<file path="config.mk">
export PLATFORM = sky130hd
export DESIGN_NAME = tcf_queue
export DESIGN_NICKNAME = d
export VERILOG_FILES = /design/src/design/tcf_pkg.sv /design/src/design/tcf_queue.sv
export SDC_FILE = /design/constraint.sdc
export NUM_CORES = 1
export LEC_CHECK = 0
export ABC_AREA = 1
export ABC_CLOCK_PERIOD_IN_PS = 3400
export BUFFER_PORTS_ARGS = -buffer_cell sky130_fd_sc_hd__buf_2
export CORE_MARGIN = 1
export CORE_UTILIZATION = 35
export DETAILED_ROUTE_END_ITERATION = 10
export HOLD_SLACK_MARGIN = 0.15
export MAX_ROUTING_LAYER = met4
export PLACE_DENSITY = 0.6
export SYNTH_ARGS = -nofsm -noshare
export SYNTH_HDL_FRONTEND = slang
export SYNTH_SLANG_ARGS = --single-unit
export TNS_END_PERCENT = 10
</file>
<file path="constraint.sdc">
create_clock -name clock -period 3.4 [get_ports clock]
set_clock_uncertainty 0.2 [all_clocks]
set_input_delay 0 -clock clock [delete_from_list [all_inputs] [get_ports clock]]
set_output_delay 0 -clock clock [all_outputs]
set_load 0.02 [all_outputs]
</file>
<file path="src/design/tcf_pkg.sv">
// Shared types, constants and a helper function for the tilt complementary filter.
`timescale 1ns / 1ps
`default_nettype none
package tcf_pkg;

   localparam int unsigned CfgIdxW = 3;
   localparam int unsigned CfgW    = 32;

   typedef enum logic [CfgIdxW-1:0] {
      REG_PITCH_A1 = 3'd0,
      REG_PITCH_B0 = 3'd1,
      REG_PITCH_B1 = 3'd2,
      REG_PITCH_RS = 3'd3,
      REG_ROLL_A1  = 3'd4,
      REG_ROLL_B0  = 3'd5,
      REG_ROLL_B1  = 3'd6,
      REG_ROLL_RS  = 3'd7
   } reg_idx_type;

   localparam logic signed [31:0] RstA1 = -32'sd1071916463;
   localparam logic signed [31:0] RstB  = 32'sd893686;
   localparam logic signed [31:0] RstRs = 32'sd65536;

   localparam logic signed [37:0] Deg180 = 38'sd11796480;
   localparam logic signed [37:0] Deg90  = 38'sd5898240;

   // One IMU sample as queued between front and back.
   typedef struct packed {
      logic signed [15:0] rate_x;
      logic signed [15:0] rate_y;
      logic signed [15:0] accel_x;
      logic signed [15:0] accel_y;
      logic signed [15:0] accel_z;
   } sample_type;

   typedef struct packed {
      logic signed [24:0] tilt_pitch;
      logic signed [24:0] tilt_roll;
      logic signed [31:0] smooth_pitch;
      logic signed [31:0] smooth_roll;
   } result_type;

   typedef enum logic [3:0] {
      ST_IDLE,
      ST_SQRT,
      ST_PCOR,
      ST_RCOR,
      ST_URATE,
      ST_P_FB,
      ST_P_W,
      ST_P_B0,
      ST_P_B1,
      ST_R_FB,
      ST_R_W,
      ST_R_B0,
      ST_R_B1,
      ST_OUT
   } state_type;

   // atan(2^-i) in degrees, Q16.16
   function automatic logic [21:0] atan_deg(input logic [4:0] i);
      logic [21:0] r;
      begin
         unique case (i)
            5'd0:  r = 22'd2949120;
            5'd1:  r = 22'd1740967;
            5'd2:  r = 22'd919879;
            5'd3:  r = 22'd466945;
            5'd4:  r = 22'd234379;
            5'd5:  r = 22'd117304;
            5'd6:  r = 22'd58666;
            5'd7:  r = 22'd29335;
            5'd8:  r = 22'd14668;
            5'd9:  r = 22'd7334;
            5'd10: r = 22'd3667;
            5'd11: r = 22'd1833;
            5'd12: r = 22'd917;
            5'd13: r = 22'd458;
            5'd14: r = 22'd229;
            5'd15: r = 22'd115;
            5'd16: r = 22'd57;
            5'd17: r = 22'd29;
            5'd18: r = 22'd14;
            5'd19: r = 22'd7;
            5'd20: r = 22'd4;
            5'd21: r = 22'd2;
            5'd22: r = 22'd1;
            default: r = 22'd0;
         endcase
         return r;
      end
   endfunction

endpackage
`default_nettype wire

</file>
<file path="src/design/tcf_queue.sv">
// Short sample queue between the accepting front and the computing back.
`timescale 1ns / 1ps
`default_nettype none
module tcf_queue
   import tcf_pkg::*;
(
   input  wire logic       clock,
   input  wire logic       reset,
   input  wire logic       push,
   input  sample_type      push_data,
   output logic            full,
   input  wire logic       pop,
   output sample_type      pop_data,
   output logic            empty
);
   sample_type  mem_ff [2];
   logic        wp_ff, wp_in, rp_ff, rp_in;
   logic [1:0]  cnt_ff, cnt_in;

   assign full     = (cnt_ff == 2'd2);
   assign empty    = (cnt_ff == 2'd0);
   assign pop_data = mem_ff[rp_ff];

   always_comb begin
      wp_in  = wp_ff ^ push;
      rp_in  = rp_ff ^ pop;
      cnt_in = cnt_ff + {1'b0, push} - {1'b0, pop};
   end

   always_ff @(posedge clock) begin
      if (reset) begin
         wp_ff  <= 1'b0;
         rp_ff  <= 1'b0;
         cnt_ff <= 2'd0;
      end else begin
         wp_ff  <= wp_in;
         rp_ff  <= rp_in;
         cnt_ff <= cnt_in;
      end
      if (push) mem_ff[wp_ff] <= push_data;
   end
endmodule
`default_nettype wire

</file>
==> results of run 1 <==
## synthesized netlist by cell type, drive strengths merged
library cell  instances
edfxtp              160
mux2                 80
buf                   9
inv                   7
nor2                  6
dfxtp                 4
ha                    4
nand2                 3
a21oi                 1
nand3                 1
xnor2                 1
## kinds of logic after synthesis
logic type,Yosys count,synth area share (%)
AO/OA/AOI/OAI,1,0.07831
AND/OR/NAND/NOR,10,0.6467
adder cells (fa/ha/maj),4,0.7839
multiplexers,80,18.75
buffers and inverters,16,3.096
XOR/XNOR,1,0.1372
flip-flops,164,76.50
## through the flow
| step | std cells | util [%] | cell area, um^2 |
|---|---|---|---|
| after floorplan | 276 | - | 6385 |
| after global placement | 663 | 41.24 | 7382 |
| after detailed placement | 663 | 41.24 | 7382 |
==> results.yml, run 1 <==
yosys:
  syn_inst: 276
  yosys.area.top_type: "edfxtp_1"
  synth_cell_types: 14
  ys_seq_elements: 164
  ys_seq_area_share_pct: 76.50
  syn-num-nets: 364
  post-synth-top-area-fraction_pct: 75.25
  yosysWarningCount: 0
  syn_avg_cell_area_um2: 23.13
  synth.area.top_cells: "edfxtp_1 (75%), mux2_4 (19%), buf_12 (2.5%)"
  netlist_area_mm2: 0.006385
outcome:
  error: "[ERROR RSZ-0060] Max buffer count reached."
  status: "did not finish"
  lastStage: "4_1_cts"
floorplan:
  fp.dieH_um: 137.1
  rows: 49
  io_pins: 166
  die_x_um: 137.1
  start_util_pct: 35.67
clock_tree:
  cts_made_buffers: 17
  post_cts_buffers: 0
  hold_buffers: 140
  clock_sinks: 164
  clock_path_buffers: 2
  root_buffer: "clkbuf_16"
  post_cts_resized: 0
  htreeDepth: 4
place:
  pre_cts_slack_ps: 1409
  io_buffers: 165
  dp_hpwl_mm: 6.812
  gp_congestion: 0.6427
==> inputs of run 2 (changes only) <==
--- a/config.mk
+++ b/config.mk
@@ -9,11 +9,9 @@
 export ABC_CLOCK_PERIOD_IN_PS = 3400
 export BUFFER_PORTS_ARGS = -buffer_cell sky130_fd_sc_hd__buf_2
 export CORE_MARGIN = 1
-export CORE_UTILIZATION = 35
+export CORE_UTILIZATION = 20
 export DETAILED_ROUTE_END_ITERATION = 10
-export HOLD_SLACK_MARGIN = 0.15
-export MAX_ROUTING_LAYER = met4
-export PLACE_DENSITY = 0.6
+export PLACE_DENSITY_LB_ADDON = 0.15
 export SYNTH_ARGS = -nofsm -noshare
 export SYNTH_HDL_FRONTEND = slang
 export SYNTH_SLANG_ARGS = --single-unit
==> run 2 against run 1 <==
Effect of this change: the flow now finishes without violations; synthesized cell count unchanged; area after synthesis unchanged.
==> results.yml, run 2 <==
outcome:
  status: "completed"
yosys:
  syn_avg_cell_area_um2: 23.13
  synth_edf_count: 160
  yosysMostFrequentCell: "edfxtp_1"
  yosysWarningCount: 0
  netlist_area_mm2: 0.006385
  postSynth.asyncResetShare_pct: 0
  syn-num-nets: 364
  ys_seq_area_share_pct: 76.50
  post-synth-top-area-fraction_pct: 75.25
  ys_seq_elements: 164
  synth.area.top_cells: "edfxtp_1 (75%), mux2_4 (19%), buf_12 (2.5%)"
  syn_inst: 276
  synthFlopType: "edfxtp_1"
  yosys.area.top_type: "edfxtp_1"
  synth_cell_types: 14
  ys_top_cells_by_count: "edfxtp_1 (160), mux2_4 (79), buf_12 (8)"
layout:
  layout_common_cells: "buf_2 (165), edfxtp_1 (160), dlygate4sd3_1 (84), mux2_4 (79), clkbuf_16 (17)"
  nets: 628
  reg.largest.list: "mem_ff (160), cnt_ff (2)"
  largest_reg_flops: 160
  largest_register: "mem_ff"
  drive_gt1_share_pct: 51.54
  n_antenna_cell: 0
  areaGrowthSynthToFinish_pct: 42.29
  final_common_cell: "buf_2"
floorplan:
  core_area_mm2: 0.03147
  die_x_um: 180.7
  rows: 65
  start_util_pct: 20.29
  io_pins: 166
  fp.dieH_um: 180.7
  dieArea_mm2: 0.03264
global_routing:
  use_met3_pct: 2.971
  grt_pass1_wl_mm: 20.52
  gr-max-usage-layer: "met2"
  grt_use_total_pct: 8.445
  gr-usage-met1_pct: 9.968
  grt_pass1_vias: 3630
  grt_antenna_before_repair: 0
  met2_usage_pct: 14.15
  grt_remaining_overflow: 0
  grt_max_degree: 46
job:
  cap_violations: 0
sta:
  tightest_slew_ps: 733.4
  rsz0062_at_grt: "no"
  hold_violations: 0
  setup_tns_ps: 0
  setup_viol: 0
  max-slew-margin-rel_pct: 51.11
  worst_hold_slack_ps: 100.4
  slew_viol_final: 0
  timing.final.crit_share_pct: 66.20
  fmax_mhz: 444.3
  min_period_ps: 2251
clock_tree:
  clk_pin_slew_ps: 70
  clock_path_buffers: 2
  post_cts_buffers: 0
  cts_tree: "yes"
  htreeDepth: 4
  cts_made_buffers: 17
  root_buffer: "clkbuf_16"
  clk_latency_ps: 410
  clock_sinks: 164
  post_cts_resized: 0
place:
  io_buffers: 165
  gp_congestion: 0.6304
  dp_hpwl_mm: 8.269
critical_path:
  crit_path_start_kind: "flip-flop"
  critPathCaptureType: "output pin"
  reg2reg_from: "wp_ff$_SDFF_PP0_"
  cp_max_fo: 28
  worstRegToRegCells: 3
  cp_data_arrival_time_ps: 2050
  required_ps: 3200
  rr_endpoint: "mem_ff[0][49]$_DFFE_PP_"
  criticalPathCategory: "flip-flop to output pin"
  rrSetupSlack_ps: 1490
routing:
  routedWlPerCell_um: 13.90
  drtAntennaViolNets: 0
  routed_wl_mm: 13.28
  route.detailed.drc: 0
  vias: 3392
  first_iter_violations: 157
  firstDrtPassIters: 4
  vias_per_cell: 3.552
power:
  peakVddDrop_mv: 0.2358
  p_leak_nw: 3.542
  powerDensity_mw_per_mm2: 561.7
hold_path:
  whs_path_depth: 2
  whs_endpoint: "mem_ff[1][28]$_DFFE_PP_"
  min_from: "push_data[28]"
  min_path_type: "input pin to flip-flop"
## run 2: cell counts after synthesis
No cell type changed its count.
## run 2: final cells by class
class	instances	area, um^2
Multi-Input combinational cell	96	1328
Fill cell	3164	22390
Timing Repair Buffer	254	1742
Tap cell	402	503.0
Clock inverter	14	168.9
Inverter	7	26.28
Sequential cell	164	4888
Clock buffer	18	429.2
## run 2: worst max-delay path by stage
| stage | start | to | slack [ps] | cells past startpoint |
|---|---|---|---|---|
| 6_report | rp_ff$_SDFF_PP0_ | pop_data[79] | 1150 | 3 |
| 5_1_grt | rp_ff$_SDFF_PP0_ | pop_data[35] | 1010 | 3 |
| 3_5_place_dp | wp_ff$_SDFF_PP0_ | mem_ff[0][20]$_DFFE_PP_ | 1410 | 3 |
| 2_1_floorplan | wp_ff$_SDFF_PP0_ | mem_ff[0][0]$_DFFE_PP_ | 500 | 2 |
| 3_3_place_gp | wp_ff$_SDFF_PP0_ | mem_ff[0][20]$_DFFE_PP_ | 1420 | 3 |
| 4_1_cts | rp_ff$_SDFF_PP0_ | pop_data[79] | 1070 | 3 |
## run 2: repair_timing
action,4_1_cts,5_1_grt
hold buffers,84,0
endpoints found under the setup margin,0,0
hold endpoints to repair,164,0
## run 2: metrics by stage
step	total power, W	utilization [%]	setup slack (ps)	cells	area, um^2
global placement	0.003119	24.29	1416	839	7646
CTS	0.005217	28.87	1070	955	9085
detailed placement	0.003129	24.29	1411	839	7646
finish	0.005103	28.87	1149	955	9085
floorplan	0.002916	-	501.0	276	6385
global route	0.005331	28.87	1013	955	9085
## run 2: cells by family after synthesis
| logic type | share of synthesized area, % |
|---|---|
| AOI/OAI and AO/OA | 0.07831 |
| muxes | 18.75 |
| xor gates and xnor gates | 0.1372 |
| and+or+nand+nor | 0.6467 |
| adders and majority gates | 0.7839 |
| buffers and inverters | 3.096 |
| DFF | 76.50 |
## run 2: worst max-delay path, stage by stage (launching register included)
cell and delay, ps:
dfxtp_4 710, buf_4 330, mux2_2 380, buf_2 170
## run 2: power breakdown
group | internal (W) | switching [W]
registers | 0.00236 | 0.0000479
clock network | 0.00111 | 0.000852
logic | 0.000363 | 0.000372
## run 2: routing by layer
metal | part of all wire (%) | vias up | wire length, um
met4 | 0.94 | 0 | 125
met2 | 49 | 107 | 6475
met3 | 5.4 | 6 | 723
met1 | 45 | 1678 | 5953
met5 | 0 | - | 0
li1 | - | 1601 | -
Power figures use the tool's default switching activity.
